==> config.mk <==
export PLATFORM = sky130hd
export DESIGN_NAME = ttcb_ctrl
export DESIGN_NICKNAME = d
export VERILOG_FILES = /design/src/rtl/ttcb_pkg.sv /design/src/rtl/ttcb_ctrl.sv
export VERILOG_INCLUDE_DIRS = /design/src /design/src/rtl
export SDC_FILE = /design/constraint.sdc
export NUM_CORES = 1
export LEC_CHECK = 0
export BUFFER_PORTS_ARGS = -buffer_cell sky130_fd_sc_hd__buf_2
export CAP_MARGIN = 20
export CORE_MARGIN = 2
export CORE_UTILIZATION = 32
export DETAILED_ROUTE_END_ITERATION = 12
export MAX_ROUTING_LAYER = met4
export PLACE_DENSITY = 0.6
export SYNTH_ARGS = -nofsm -noshare
export SYNTH_HDL_FRONTEND = slang
export SYNTH_SLANG_ARGS = --single-unit
==> constraint.sdc <==
create_clock -name aclk -period 6.4 [get_ports aclk]
set_input_delay 1.28 -clock aclk [delete_from_list [all_inputs] [get_ports aclk]]
set_output_delay 1.28 -clock aclk [all_outputs]
set_load 0.1 [all_outputs]
==> src/rtl/text_terminal_cell_buffer_defines.svh <==
// Assertion macros used by the text cell buffer sequencer RTL.
`ifndef TEXT_TERMINAL_CELL_BUFFER_DEFINES_SVH
`define TEXT_TERMINAL_CELL_BUFFER_DEFINES_SVH

`ifndef SYNTHESIS
// Check a property at every clock edge out of reset.
`define TTCB_ASSERT(label, clk, rst_n, prop) \
    label: assert property (@(posedge clk) disable iff (!rst_n) (prop)) \
        else $error("text cell buffer check failed");
// Check that a condition in one cycle implies another in the next.
`define TTCB_ASSERT_NEXT(label, clk, rst_n, ante, cons) \
    label: assert property (@(posedge clk) disable iff (!rst_n) (ante) |=> (cons)) \
        else $error("text cell buffer sequence check failed");
`else
`define TTCB_ASSERT(label, clk, rst_n, prop)
`define TTCB_ASSERT_NEXT(label, clk, rst_n, ante, cons)
`endif

`endif

==> src/rtl/ttcb_pkg.sv <==
// Types and character codes shared by the text cell buffer modules.
package ttcb_pkg;

    typedef logic [6:0] cell_t;

    localparam logic [7:0] CH_BS    = 8'd8;
    localparam logic [7:0] CH_LF    = 8'd10;
    localparam logic [7:0] CH_FF    = 8'd12;
    localparam logic [7:0] CH_CR    = 8'd13;
    localparam logic [7:0] CH_SPACE = 8'd32;
    localparam logic [7:0] CH_DEL   = 8'd127;

    localparam logic MODE_PRINT = 1'b0;
    localparam logic MODE_READ  = 1'b1;

    typedef enum logic [2:0] {
        ST_IDLE,
        ST_EXEC,
        ST_PAD,
        ST_READ,
        ST_EMIT
    } ttcb_state_t;

    typedef struct packed {
        logic       mode;
        logic [7:0] byte_in;
        logic [4:0] read_row;
        logic [6:0] read_col;
    } ttcb_item_t;

    typedef struct packed {
        logic       done;
        cell_t      cell_value;
        logic [4:0] cursor_row;
        logic [6:0] cursor_col;
    } ttcb_result_t;

endpackage

==> src/rtl/ttcb_ctrl.sv <==
// Command sequencer: cursor, row ring offset, fill mark and cell store access.
`include "text_terminal_cell_buffer_defines.svh"

module ttcb_ctrl #(
    parameter int NUM_ROWS = 25,
    parameter int NUM_COLS = 80,
    localparam int RW = (NUM_ROWS > 1) ? $clog2(NUM_ROWS) : 1,
    localparam int CW = (NUM_COLS > 1) ? $clog2(NUM_COLS) : 1,
    localparam int AW = RW + CW
) (
    input  logic                   aclk,
    input  logic                   aresetn,
    input  logic                   start,
    input  ttcb_pkg::ttcb_item_t   item,
    input  logic                   out_free,
    output logic                   idle,
    output ttcb_pkg::ttcb_result_t result,
    output logic                   mem_we,
    output logic [AW-1:0]          mem_waddr,
    output ttcb_pkg::cell_t        mem_wdata,
    output logic                   mem_re,
    output logic [AW-1:0]          mem_raddr,
    input  ttcb_pkg::cell_t        mem_rdata
);
    import ttcb_pkg::*;

    localparam int SW = ((RW > 5) ? RW : 5) + 1;
    localparam int KW = ((CW > 7) ? CW : 7) + 1;
    localparam logic [RW-1:0] LAST_ROW  = RW'(NUM_ROWS - 1);
    localparam logic [CW-1:0] LAST_COL  = CW'(NUM_COLS - 1);
    localparam logic [CW:0]   FULL_FILL = (CW + 1)'(NUM_COLS);

    ttcb_state_t   state_reg, state_next;
    ttcb_item_t    item_reg;
    logic [RW-1:0] top_reg, top_next;
    logic [RW-1:0] row_reg, row_next;
    logic [CW-1:0] col_reg, col_next;
    logic [CW-1:0] pad_reg, pad_next;
    logic [CW:0]   fill_reg, fill_next;
    logic          hit_reg, hit_next;
    cell_t         value_reg, value_next;

    logic [RW:0]   cur_sum;
    logic [RW-1:0] phys_cur;
    logic [SW-1:0] rd_sum;
    logic [RW-1:0] phys_rd;
    logic          rd_in_range;
    logic          rd_written;
    logic          printable;
    logic [RW-1:0] top_wrapped;
    logic          newline;

    // physical row of the cursor and of the addressed read row
    assign cur_sum  = {1'b0, top_reg} + {1'b0, row_reg};
    assign phys_cur = (cur_sum >= (RW + 1)'(NUM_ROWS)) ?
                      RW'(cur_sum - (RW + 1)'(NUM_ROWS)) : cur_sum[RW-1:0];
    assign rd_sum   = SW'(top_reg) + SW'(item_reg.read_row);
    assign phys_rd  = (rd_sum >= SW'(NUM_ROWS)) ?
                      RW'(rd_sum - SW'(NUM_ROWS)) : RW'(rd_sum);

    assign rd_in_range = (SW'(item_reg.read_row) < SW'(NUM_ROWS)) &&
                         (KW'(item_reg.read_col) < KW'(NUM_COLS));
    // rows above the cursor are complete; the cursor row is valid below the fill mark
    assign rd_written  = (SW'(item_reg.read_row) < SW'(row_reg)) ||
                         ((SW'(item_reg.read_row) == SW'(row_reg)) &&
                          (KW'(item_reg.read_col) < KW'(fill_reg)));

    assign printable   = (item_reg.byte_in >= CH_SPACE) && (item_reg.byte_in < CH_DEL);
    assign top_wrapped = (top_reg == LAST_ROW) ? '0 : top_reg + 1'b1;
    assign idle        = (state_reg == ST_IDLE);

    always_comb begin
        state_next = state_reg;
        unique case (state_reg)
            ST_IDLE: begin
                if (start) begin
                    state_next = ST_EXEC;
                end
            end
            ST_EXEC: begin
                if (item_reg.mode == MODE_READ) begin
                    state_next = ST_READ;
                end else if (item_reg.byte_in == CH_LF && fill_reg != FULL_FILL) begin
                    state_next = ST_PAD;
                end else begin
                    state_next = ST_EMIT;
                end
            end
            ST_PAD: begin
                if (pad_reg == LAST_COL) begin
                    state_next = ST_EMIT;
                end
            end
            ST_READ: begin
                state_next = ST_EMIT;
            end
            ST_EMIT: begin
                if (out_free) begin
                    state_next = ST_IDLE;
                end
            end
            default: begin
                state_next = ST_IDLE;
            end
        endcase
    end

    always_comb begin
        top_next   = top_reg;
        row_next   = row_reg;
        col_next   = col_reg;
        pad_next   = pad_reg;
        fill_next  = fill_reg;
        hit_next   = hit_reg;
        value_next = value_reg;
        newline    = 1'b0;
        mem_we     = 1'b0;
        mem_waddr  = {phys_cur, col_reg};
        mem_wdata  = item_reg.byte_in[6:0];
        mem_re     = 1'b0;
        mem_raddr  = {phys_rd, CW'(item_reg.read_col)};
        result.done       = 1'b0;
        result.cell_value = value_reg;
        result.cursor_row = 5'(row_reg);
        result.cursor_col = 7'(col_reg);

        unique case (state_reg)
            ST_IDLE: begin
                hit_next = 1'b0;
            end
            ST_EXEC: begin
                value_next = '0;
                if (item_reg.mode == MODE_READ) begin
                    mem_re   = 1'b1;
                    hit_next = rd_in_range && rd_written;
                end else begin
                    unique case (item_reg.byte_in)
                        CH_LF: begin
                            // a full row moves on at once, otherwise zero its tail first
                            if (fill_reg == FULL_FILL) begin
                                newline = 1'b1;
                            end else begin
                                pad_next = fill_reg[CW-1:0];
                            end
                        end
                        CH_CR: begin
                            col_next = '0;
                        end
                        CH_BS: begin
                            if (col_reg != '0) begin
                                col_next  = col_reg - 1'b1;
                                mem_we    = 1'b1;
                                mem_waddr = {phys_cur, col_next};
                                mem_wdata = CH_SPACE[6:0];
                            end
                        end
                        CH_FF: begin
                            // rows past the cursor read as empty, so homing clears all
                            row_next  = '0;
                            col_next  = '0;
                            fill_next = '0;
                        end
                        default: begin
                            if (printable) begin
                                mem_we = 1'b1;
                                if ((CW + 1)'(col_reg) + 1'b1 > fill_reg) begin
                                    fill_next = (CW + 1)'(col_reg) + 1'b1;
                                end
                                if (col_reg == LAST_COL) begin
                                    newline = 1'b1;
                                end else begin
                                    col_next = col_reg + 1'b1;
                                end
                            end
                        end
                    endcase
                end
            end
            ST_PAD: begin
                mem_we    = 1'b1;
                mem_waddr = {phys_cur, pad_reg};
                mem_wdata = '0;
                if (pad_reg == LAST_COL) begin
                    newline = 1'b1;
                end else begin
                    pad_next = pad_reg + 1'b1;
                end
            end
            ST_READ: begin
                value_next = hit_reg ? mem_rdata : '0;
            end
            ST_EMIT: begin
                result.done = out_free;
            end
            default: begin
                hit_next = 1'b0;
            end
        endcase

        // advance a row; at the bottom rotate the ring so the new row is empty
        if (newline) begin
            col_next  = '0;
            fill_next = '0;
            if (row_reg == LAST_ROW) begin
                top_next = top_wrapped;
            end else begin
                row_next = row_reg + 1'b1;
            end
        end
    end

    always_ff @(posedge aclk) begin
        if (!aresetn) begin
            state_reg <= ST_IDLE;
            top_reg   <= '0;
            row_reg   <= '0;
            col_reg   <= '0;
            fill_reg  <= '0;
            hit_reg   <= 1'b0;
        end else begin
            state_reg <= state_next;
            top_reg   <= top_next;
            row_reg   <= row_next;
            col_reg   <= col_next;
            fill_reg  <= fill_next;
            hit_reg   <= hit_next;
        end
    end

    always_ff @(posedge aclk) begin
        pad_reg   <= pad_next;
        value_reg <= value_next;
        if (start && state_reg == ST_IDLE) begin
            item_reg <= item;
        end
    end

    `TTCB_ASSERT(a_fill_max, aclk, aresetn, fill_reg <= FULL_FILL)
    `TTCB_ASSERT(a_col_below_fill, aclk, aresetn, (CW + 1)'(col_reg) <= fill_reg)
    `TTCB_ASSERT(a_rows_range, aclk, aresetn, top_reg <= LAST_ROW && row_reg <= LAST_ROW)
    `TTCB_ASSERT_NEXT(a_emit_frees, aclk, aresetn, result.done, state_reg == ST_IDLE)

endmodule
* Yosys cells after proc, flatten, opt, wreduce, memory -nomap -nowiden
Index checks and enable logic that the tools add are counted.
** Cells by class
- $add $sub $neg :: 10
- $lt $le $gt $ge :: 9
- Eq/ne operators :: 25
- Muxes and demuxes :: 53
- Bitwise gates (word level) :: 5
- Reduce and logical (&&, ||, !) cells :: 26
** Operator list (count)
- $mux 7 :: 14
- $pmux 7 s2 :: 4
- $mux 5 :: 8
- $eq 8x4->1 const B :: 4
- $pmux 7 s3 :: 1
- $ne 2x2->1 const B :: 9
- $mux 8 :: 2
- $pmux 8 s2 :: 1
- $mux 3 :: 5
- $pmux 3 s5 :: 1
- $add 7x1->7 const B :: 2
- $eq 7x7->1 const B :: 2
- $add 5x5->6 :: 2
- $ge 6x5->1 const B :: 2
- $mux 1 :: 12
- $reduce_or 3->1 :: 4
- $add 5x1->5 const B :: 2
- $eq 5x5->1 const B :: 2
- $pmux 1 s2 :: 5
- $reduce_and 5->1 :: 2
- $sub 5x5->5 const B :: 2
- $add 7x1->8 const B :: 1
- $eq 8x7->1 const B :: 1
- $ge 8x6->1 const B :: 1
- 24 further kinds :: 39
** Storage, ports and cells
- Register bits after elaboration :: 64
- Input bits :: 32
- Output and inout port bits :: 54
- Logic and storage cells :: 140

* Depth between registers and ports, before layout
Gate-level depths: netlist (run 1).
- Word-level depth :: 7
- Mapped depth :: 12
- Mapped depth without buffers :: 11

* Worst setup path before layout (run 1)
Ideal clock, no wire load.
- Path type :: reg-to-output
- Start point :: register row_reg[0]
- End point :: output port mem_waddr[10]
- Arrival time :: 4.412 ns
- Path slack :: 0.708 ns
- Cell stages (with the launch flop) :: 7
- Buffers on the path :: 0
- Path through :: dfxtp_1 ha_1 inv_1 fa_1 xnor2_1 nor3b_1 o31ai_1
** On the way
- Cells in the longest elaborated chain, start to end :: 3
- Elaborated cells between the ends (all ways) :: 4
- Those cells by class :: 2 x add/sub; 1 x order compare; 1 x mux
** RTL lines
- from (decl) :: RTL line ttcb_ctrl.sv:36 : logic [RW-1:0] row_reg, row_next;
- from (signal assigned) :: RTL line ttcb_ctrl.sv:223 : row_reg <= row_next;
- $add 5x5->6 * :: RTL line ttcb_ctrl.sv:54 : assign cur_sum = {1'b0, top_reg} + {1'b0, row_reg};
- $sub 5x5->5 / $ge 6x5->1 (equally long branches) :: RTL line ttcb_ctrl.sv:56, ttcb_ctrl.sv:55
- $mux 5 * :: RTL line ttcb_ctrl.sv:55 : assign phys_cur = (cur_sum >= (RW + 1)'(NUM_ROWS)) ?
- to (decl) :: RTL line ttcb_ctrl.sv:19 : output logic [AW-1:0] mem_waddr,
Every way passes the cells marked *; elsewhere a longest branch is shown, timed or not.

* Worst setup path after layout (run 1)
- Start point :: register col_reg[0]
- End point :: output port mem_waddr[3]
** On the way
- Cells in the longest elaborated chain, start to end :: 5
- Elaborated cells between the ends (all ways) :: 6
- Those cells by class :: 1 x add/sub; 4 x mux; 1 x reduce/logical
** RTL lines
- from (decl) :: RTL line ttcb_ctrl.sv:37 : logic [CW-1:0] col_reg, col_next;
- from (signal assigned) :: RTL line ttcb_ctrl.sv:224 : col_reg <= col_next;
- $sub 7x1->7 / $reduce_bool 7->1 (equally long branches) :: RTL line ttcb_ctrl.sv:151, ttcb_ctrl.sv:150
- $mux 7 * :: RTL line ttcb_ctrl.sv:150 : if (col_reg != '0) begin
- $mux 7 * :: RTL line ttcb_ctrl.sv:137 : unique case (item_reg.byte_in)
- $mux 7 * :: RTL line ttcb_ctrl.sv:133 : if (item_reg.mode == MODE_READ) begin
- $pmux 7 s2 * :: RTL line ttcb_ctrl.sv:127 : unique case (state_reg)
Marks and branches as above.

==> summary.md, run 1 <==
| Metric | Value |
|---|---|
| Fillers | `1,391` |
| Remaining DRCs | `0` |
| Final core utilization | `39.3%` |
| Clock skew | `0.00547 ns` |
| DR iter-0 viols | `276` |
| Max-cap viol count | `0` |
| Clock latency on the worst-skew pair | `0.33 ns` |
| Final WL | `12,400 um` |
| Worst Setup Slack, final | `1.79 ns` |
| Syn Inst Count | `514` |
| Antenna Nets Post-Route | `0` |
| Fin. max-slew vios | `0` |
| DR vias/cell | `5.43` |
| Unrepaired setup endpoints after global routing | `false` |
| Synthesized cell area | `0.00464 mm2` |
| GRT Overall Usage | `16.3%` |
| CTS tree | `yes` |
| Starting Density | `33.0%` |
| Endpoints failing hold | `0` |
| Fmax | `0.217 GHz` |
| LEAKAGE | `2.21 nW` |
| Setup violations, final | `0` |
| Post-Place Worst Slack | `2.17 ns` |
| Synthesized flop and latch total | `64` |
| CTS Hold Bufs | `0` |
| Setup CP Type | `reg2out` |
| Layout net count | `655` |
| Post-DP HPWL | `9410 um` |
| Required time worst endpoint | `5.12 ns` |
| Setup Buffers After CTS | `0` |
| Max FFs per register | `14` |
| Clk buf depth | `2` |
| Post-synth top flop | `edfxtp_1` |
| H-Tree Depth | `3` |
| Layout area overhead | `18.9%` |
| Avg Inst Size Synth | `9.02 um2` |
| Root Buffer | `clkbuf_16` |
| Worst slew pin tran | `1.09 ns` |
| Die width | `124 um` |
| Async SR Flop Fraction | `0%` |
| Startpoint types | `register` |
| Num ports | `86` |
| Worst-path fanout max | `13` |
| DRT Pass-1 Iters | `4` |
| Maximum vdd drop | `0.129 mV` |
| CTS Buf Count | `9` |
| Min-delay worst type | `reg2reg` |
| Clock transition at path regs | `0.06 ns` |
| CTS Sinks | `64` |
| Post-synth cell types | `61` |
| Vias in the first global route | `4,025` |
| Crit share post-route | `72.0%` |
| Pin count of the biggest net entering global routing | `28` |
| CP cell instances | `inv_1 > ha_1 > or3b_2 > or4_1 > o31a_1 > o31ai_1 > o21ai_0 > a221o_1 > buf_2` |
| Full die area | `0.0155 mm2` |
| Commonest non-fill, non-tap cell in the layout | `buf_2` |
| Antenna cells | `0` |
| Antenna violations before repair | `0` |
| Rel. slew slack | `27.5%` |
| Setup tns final | `0 ns` |
| Die Ht | `124 um` |
| Post-synth net total | `588` |
| Pwr Density | `259 mW/mm2` |
| First-pass GRT wire length | `20,200 um` |
| GP Congestion | `0.897` |
| Core ar. | `0.0140 mm2` |
| Via count | `4,160` |
| CP Capture Type | `output pin` |
| Final min period | `4.61 ns` |
| DR WL/cell | `16.2 um` |
| Gr ovfl total | `0` |
| Slowest stage delay, CP | `0.57 ns` |
| Post-cts sizing count | `0` |
| FP Rows | `43` |
| PortBufs | `85` |
| CP max-delay cell | `or4_1` |
| Post-synthesis sequential area ratio | `35.2%` |
| Commonest non-fill, non-tap cells in the layout | `85 x buf_2, 40 x ha_1, 38 x nand2_1` |
| Share of cells above drive strength 1 | `20.1%` |
| Status | `finished clean` |
| Arrival time at the worst endpoint | `3.33 ns` |
| Post-synth EDFFs | `35` |
| Ys Warns | `0` |
[cell usage after synthesis (4+ instances only)]
library cell	count	share of area [%]
a21o_1	9	1.5
nand2_1	38	3.1
ha_1	40	11
xnor2_1	14	2.6
buf_2	4	0.43
or4_1	6	0.97
nand2b_1	11	1.5
inv_1	25	2.0
and2_1	18	2.4
nand4_1	11	1.5
nor3_1	13	1.4
o311ai_0	7	1.3
o31ai_1	5	0.81
o211ai_1	6	0.97
o21a_1	4	0.65
a211oi_1	5	0.81
xor2_1	5	0.94
clkbuf_1	19	1.5
o21ai_0	29	3.1
nor3b_1	6	0.97
edfxtp_1	35	23
and3_1	8	1.1
dfxtp_1	29	13
a31oi_1	5	0.67
nand3_1	29	3.1
a221o_1	4	0.86
buf_4	7	1.1
nor2b_1	10	1.3
mux2i_1	8	1.7
nor2_1	23	1.9
a21oi_1	29	3.1
or4b_1	4	0.86
[critical path: cells and delay by family, from the launching register on]
kind                       cells  cell delay [ns]
DFF                            1             0.44
and+or+nand+nor                2             1.09
adders and majority gates      1             0.25
AOI/OAI and AO/OA              4             0.77
buffers and inverters          2             0.45
[power by group]
| part | switching [mW] | internal, mW |
|---|---|---|
| sequential | 0.0288 | 0.466 |
| clock | 0.181 | 0.381 |
| combinational | 0.293 | 0.0758 |
| total | 0.502 | 0.923 |
[area by class of cell]
cell class | instances | area [um2] | area share, %
Clock buffer | 14 | 317 | 5.74
Clock inverter | 2 | 38.8 | 0.704
Inverter | 25 | 93.8 | 1.70
Multi-Input combinational cell | 395 | 2770 | 50.3
Sequential cell | 64 | 1630 | 29.6
Tap cell | 180 | 225 | 4.09
Timing Repair Buffer | 86 | 433 | 7.85
[kinds of logic after synthesis]
group / count (synthesis) / synth area share, %
muxes: 10 / 2.21
xor gates and xnor gates: 19 / 3.59
and+or+nand+nor: 192 / 22.9
adders and majority gates: 42 / 11.7
AOI/OAI and AO/OA: 132 / 19.4
buffers and inverters: 55 / 5.13
DFF: 64 / 35.2
[layer usage]
layer,global-route usage [%],share of wire [%],vias up
met4,6.21,1.9,0
met3,2.79,4.8,19
met5,-,0,-
li1,-,-,2052
met2,24.9,45,142
met1,21.7,48,1947
[stage by stage]
step	power [mW]	instances	cell area [um2]	hold WS [ns]
floorplan	0.807	514	4640	0.437
global placement	0.868	750	5160	0.469
detailed placement	0.873	750	5160	0.475
CTS	1.44	766	5510	0.481
global route	1.48	766	5510	0.517
finish	1.43	766	5510	0.482
[path summary, 6_finish.rpt]
path / cells past startpoint / start / slack [ns] / to
max: 9 / col_reg[0] / 1.79 / mem_waddr[3]
min: 2 / hit_reg / 0.48 / hit_reg
max reg2reg: 10 / col_reg[0] / 2.72 / fill_reg[1]
min reg2reg: 2 / hit_reg / 0.48 / hit_reg
Note: power is estimated with default switching activity, not from simulation.
==> run 2, diff against run 1 <==
- ABC_AREA: not set -> 1
- PLACE_DENSITY: 0.6 -> 0.62
- clock period: 6.4 -> 3.95 ns (I/O delays scaled with it)
==> run 2 against run 1 <==
Compared with the run above: synthesized cell count increased by 21%; global-route usage decreased by 1.0 points; cell area increased by 3.6%; sequential cell count unchanged; critical path depth increased by 3; combinational power increased to 5.0 times the previous value; via count increased by 0.63%; count of clock-buffer cells in the layout decreased by 3; wire length decreased by 7.5%.
==> summary.md, run 2 <==
| Metric | Value |
|---|---|
| Sw frac | `49.7%` |
| Logic pwr share | `48.7%` |
| Final WL | `11,400 um` |
| DR WL/cell | `12.9 um` |
| Status | `finished clean` |
| H-Tree Depth | `3` |
| Post-synth net total | `694` |
| Gr ovfl total | `0` |
| CTS Hold Bufs | `0` |
| Worst-path fanout max | `7` |
| Hold path depth | `2` |
| Pin count of the biggest net entering global routing | `22` |
| DR vias/cell | `4.71` |
| Fmax | `0.270 GHz` |
| Yosys top cell area share | `22.7%` |
| Max FFs per register | `14` |
| Via count | `4,186` |
| Final core utilization | `40.8%` |
| CTS tree | `yes` |
| CTS Buf Count | `9` |
| Clock skew | `0.00749 ns` |
| Setup CP Type | `reg2out` |
| GP Congestion | `0.895` |
| Post-DP HPWL | `8870 um` |
| Yosys top cell by area | `edfxtp_1` |
| Crit share post-route | `93.9%` |
| Final min period | `3.71 ns` |
| Remaining DRCs | `0` |
| Setup violations, final | `0` |
| Rel. slew slack | `31.7%` |
| Synthesized flop and latch total | `64` |
| Most frequent cell after synthesis | `nand2_1` |
| FP Rows | `43` |
| P_int | `1.90 mW` |
| Unrepaired setup endpoints after global routing | `false` |
| GRT Overall Usage | `15.3%` |
| Commonest non-fill, non-tap cells in the layout | `149 x nand2_1, 79 x buf_2, 77 x inv_1` |
| Startpoint types | `register` |
| DR iter-0 viols | `193` |
| Antenna Nets Post-Route | `0` |
| Seq pwr share | `26.7%` |
| Post-synth cell types | `40` |
| DRT Pass-1 Iters | `5` |
| Share of cells above drive strength 1 | `20.6%` |
| Min-delay worst type | `reg2reg` |
| Vias in the first global route | `3,914` |
| Root Buffer | `clkbuf_16` |
| Power share of the clock group | `24.6%` |
| Commonest non-fill, non-tap cell in the layout | `nand2_1` |
| Pwr Density | `662 mW/mm2` |
| Worst Setup Slack, final | `0.242 ns` |
| Post-synthesis sequential area ratio | `35.3%` |
| Clk buf depth | `2` |
| Top cells by count, synth | `149 x nand2_1, 77 x inv_1, 74 x nor2_1` |
| CP Capture Type | `output pin` |
| Antenna violations before repair | `0` |
| Worst slew pin tran | `1.01 ns` |
| PortBufs | `85` |
| Clock latency on the worst-skew pair | `0.33 ns` |
| Ys Warns | `0` |
| Required time worst endpoint | `3.16 ns` |
| Maximum vdd drop | `0.330 mV` |
| First-pass GRT wire length | `18,900 um` |
| Die Ht | `124 um` |
| R2R depth | `14` |
| Arrival time at the worst endpoint | `2.92 ns` |
| Layout net count | `778` |
| Post-synth top flop | `edfxtp_1` |
| Sw power | `1.88 mW` |
| Fin. max-slew vios | `0` |
| Starting Density | `33.1%` |
| Synthesized cell area | `0.00463 mm2` |
| Post-Place Worst Slack | `0.371 ns` |
| Avg Inst Size Synth | `7.46 um2` |
| Endpoints failing hold | `0` |
| Clock transition at path regs | `0.06 ns` |
| Antenna cells | `0` |
| Full die area | `0.0154 mm2` |
| Synth area leaders | `edfxtp_1 23%, dfxtp_1 13%, nand2_1 12%, ha_1 11%, inv_1 6.2%` |
| Post-cts sizing count | `0` |
| Max-cap viol count | `0` |
| Setup Buffers After CTS | `0` |
| Post-synth EDFFs | `35` |
| Async SR Flop Fraction | `0%` |
| Die width | `124 um` |
| Num ports | `86` |
| CTS Sinks | `64` |
| Core ar. | `0.0140 mm2` |
| LEAKAGE | `2.73 nW` |
| Syn Inst Count | `620` |
| Layout area overhead | `23.5%` |
-- run 2: cell count changes after synthesis, sizes merged, moves of 15 or more --
cell    change
and2       -18
nor2       +55
inv        +59
a21oi      +15
nand2     +117
clkbuf     -16
-- run 2: worst max-delay path: stages, from the launching register on --
cell and delay (ns):
dfxtp_1 0.44, ha_1 0.21, inv_1 0.05, fa_1 0.56
ha_1 0.19, inv_1 0.05, nor3_1 0.16, nor2_1 0.06
nand2_1 0.06, nand2_1 0.19, nand2_1 0.22, xor2_4 0.16
buf_6 0.24
-- run 2: worst paths after layout --
| kind | start | endpoint | slack (ns) |
|---|---|---|---|
| max | top_reg[0] | mem_waddr[10] | 0.24 |
| min | col_reg[1] | col_reg[1] | 0.50 |
| max reg2reg | col_reg[0] | fill_reg[4] | 1.47 |
| min reg2reg | col_reg[1] | col_reg[1] | 0.50 |
-- run 2: cell type report --
class,count,area (um2)
clock buffer,11,243
fill,1460,8280
timing repair buffer,89,490
clock inverter,5,104
inverter,86,330
sequential,64,1640
tap,180,225
multi-input combinational,454,2680
-- run 2: cells by family (layout without fill, tap and decap cells) --
family / count (synthesis) / in the layout / share of synthesized area, %
and+or+nand+nor: 294 / 294 / 27.5
buffers and inverters: 102 / 191 / 9.44
AOI/OAI and AO/OA: 92 / 92 / 11.2
DFF: 64 / 64 / 35.3
adders and majority gates: 42 / 42 / 11.7
xor gates and xnor gates: 26 / 26 / 4.92
-- run 2: per-layer routing --
layer  global-route usage, %  share of wire [%]  vias to the layer above
met2                    24.5                 47                       99
met5                       -                  0                        -
li1                        -                  -                     2193
met1                    19.6                 48                     1885
met4                    6.15                1.0                        0
met3                    1.94                4.0                        9
-- run 2: power by group through the flow --
stage | registers, mW | clock network (mW) | logic, mW
2_1_floorplan | 1.20 | 0 | 1.36
3_3_place_gp | 1.02 | 0 | 1.84
3_5_place_dp | 1.02 | 0 | 1.85
4_1_cts | 1.01 | 0.949 | 1.85
5_1_grt | 1.03 | 0.982 | 1.98
6_report | 1.01 | 0.931 | 1.84
-- run 2: metrics by stage --
step / hold WS, ns / cell area (um2) / std cells / power [mW] / setup TNS, ns
finish: 0.499 / 5710 / 889 / 3.78 / 0
global route: 0.531 / 5710 / 889 / 3.99 / 0
CTS: 0.492 / 5690 / 889 / 3.81 / 0
detailed placement: 0.484 / 5350 / 873 / 2.87 / 0
global placement: 0.481 / 5350 / 873 / 2.86 / 0
floorplan: 0.497 / 4750 / 620 / 2.55 / -0.0228
==> run 3, diff against run 2 <==
- CORE_UTILIZATION: 32 -> 35
- PLACE_DENSITY: 0.62 -> 0.66
==> run 3 against run 2 <==
Compared with the run above: sequential share of layout area about the same; worst hold slack better by 0.00091 ns; worst setup slack worse by 0.056 ns; global-route usage up 1.5 points; critical path type unchanged; maximum frequency down 1.5%.
==> summary.md, run 3 (synthesis results as in run 2) <==
| Metric | Value |
|---|---|
| Status | `finished clean` |
| H-Tree Depth | `3` |
| Vias in the first global route | `3,924` |
| Multi-input gate area | `0.00269 mm2` |
| Root Buffer | `clkbuf_16` |
| Clock transition at path regs | `0.05 ns` |
| Unrepaired setup endpoints after global routing | `false` |
| LEAKAGE | `2.73 nW` |
| R2r setup slk | `1.44 ns` |
| Rel. slew slack | `34.4%` |
| Min-delay worst type | `reg2reg` |
| Remaining DRCs | `0` |
| DR iter-0 viols | `194` |
| CTS Hold Bufs | `0` |
| Worst Setup Slack, final | `0.186 ns` |
| CP top delay family | `adder cells` |
| Via count | `4,255` |
| Setup violations, final | `0` |
| CTS tree | `yes` |
| Fmax | `0.266 GHz` |
| Full die area | `0.0142 mm2` |
| Post-DP HPWL | `8700 um` |
| Fin. max-slew vios | `0` |
| Fin area | `0.00572 mm2` |
| CTS Buf Count | `9` |
| Setup Buffers After CTS | `0` |
| Share of cells above drive strength 1 | `20.9%` |
| Setup CP Type | `reg2out` |
| Maximum vdd drop | `0.249 mV` |
| DRT Pass-1 Iters | `5` |
| Antenna cells | `0` |
| Post-Place Worst Slack | `0.349 ns` |
| Hold Path Origin | `col_reg[1]` |
| FF-to-FF Start | `col_reg[0]` |
| Endpoints failing hold | `0` |
| CP most frequent cell | `nand2_1` |
| Layout net count | `778` |
| Clk buf depth | `2` |
| Crit share post-route | `95.3%` |
| CP Launch Point | `top_reg[0]` |
| Commonest non-fill, non-tap cell in the layout | `nand2_1` |
| GRT Overall Usage | `16.8%` |
| Die Ht | `119 um` |
| Hold path depth | `2` |
| R2R depth | `14` |
| Antenna Nets Post-Route | `0` |
| Core ar. | `0.0131 mm2` |
| Final min period | `3.76 ns` |
| Antenna violations before repair | `0` |
| First-pass GRT wire length | `18,600 um` |
| Hold_ws | `0.500 ns` |
| Pin count of the biggest net entering global routing | `17` |
| Slowest stage delay, CP | `0.55 ns` |
| CP max-delay cell | `fa_1` |
| Worst-path fanout max | `7` |
| Post-cts sizing count | `0` |
| PortBufs | `85` |
| CP Capture Type | `output pin` |
| GP Congestion | `0.958` |
| Die width | `119 um` |
| WP depth | `12` |
| Gr ovfl total | `0` |
| Worst Path Buf+Inv | `3` |
| Commonest non-fill, non-tap cells in the layout | `147 x nand2_1, 81 x buf_2, 77 x inv_1` |
| DR vias/cell | `4.81` |
| Arrival time at the worst endpoint | `2.97 ns` |
| Starting Density | `35.4%` |
| Final WL | `11,200 um` |
| DR WL/cell | `12.7 um` |
| Max-cap viol count | `0` |
| Fillers | `1,330` |
| Num ports | `86` |
| CTS Sinks | `64` |
| CP cell instances | `ha_1 > inv_1 > fa_1 > ha_1 > inv_1 > nor3_1 > nor2_1 > nand2_1 > nand2_1 > nand2_1 > xor2_2 > buf_2` |
| Layout area overhead | `23.7%` |
| Storage element area | `0.00164 mm2` |
| Placed instance area | `0.00534 mm2` |
| Startpoint types | `register` |
| Worst slew pin tran | `0.974 ns` |
| FP Rows | `42` |
| Clock latency on the worst-skew pair | `0.34 ns` |
| Required time worst endpoint | `3.16 ns` |
| Clock skew | `0.00585 ns` |
| Pwr Density | `662 mW/mm2` |
| Max FFs per register | `14` |
-- run 3: cell count changes in the layout (fill, tap and decap cells not counted) --
cell	delta
clkinvlp_4	+1
buf_2	+2
buf_4	-2
nand2_2	+2
nand2_1	-2
clkinv_2	-1
clkinv_4	-1
bufinv_16	-1
clkbuf_16	+2
-- run 3: metal layers --
| layer | vias to the layer above | global-route usage [%] | wire (um) |
|---|---|---|---|
| met4 | 0 | 7.89 | 348 |
| met5 | - | - | 0 |
| met3 | 27 | 2.73 | 444 |
| met1 | 1914 | 20.7 | 5260 |
| met2 | 112 | 27.0 | 5190 |
| li1 | 2202 | - | - |
-- run 3: area by class of cell --
class | instances | area share [%]
Timing Repair Buffer | 89 | 8.48
Clock inverter | 3 | 1.18
Clock buffer | 13 | 5.12
Inverter | 86 | 5.77
Multi-Input combinational cell | 454 | 46.9
Sequential cell | 64 | 28.7
Tap cell | 176 | 3.85
-- run 3: path summary, 6_finish.rpt --
path                                 endpoint
worst max-delay path            mem_raddr[10]
worst min-delay path               col_reg[1]
worst max register to register    fill_reg[7]
worst min register to register     col_reg[1]
-- run 3: stage by stage --
stage	utilization [%]	cells	power [mW]	setup TNS [ns]
floorplan	-	620	2.55	-0.0228
global placement	40.8	869	2.85	0
detailed placement	40.8	869	2.86	0
CTS	43.6	885	3.82	0
global route	43.7	885	3.99	0
finish	43.7	885	3.79	0
-- run 3: worst reg2reg max path: stages (launching register included) --
cell and delay, ns:
dfxtp_2 0.40, ha_1 0.25, nand2_1 0.09, o21ai_0 0.41
inv_1 0.13, ha_1 0.29, nand2_1 0.04, nor2_1 0.12
nand2_1 0.07, nand2_1 0.05, nand2_1 0.04, nand2_1 0.07
nand2_2 0.18, a21oi_1 0.19, nor2_1 0.05
-- run 3: report_power, final --
part / switching (mW) / internal, mW
combinational: 1.48 / 0.355
clock: 0.297 / 0.647
sequential: 0.103 / 0.904
total: 1.88 / 1.91
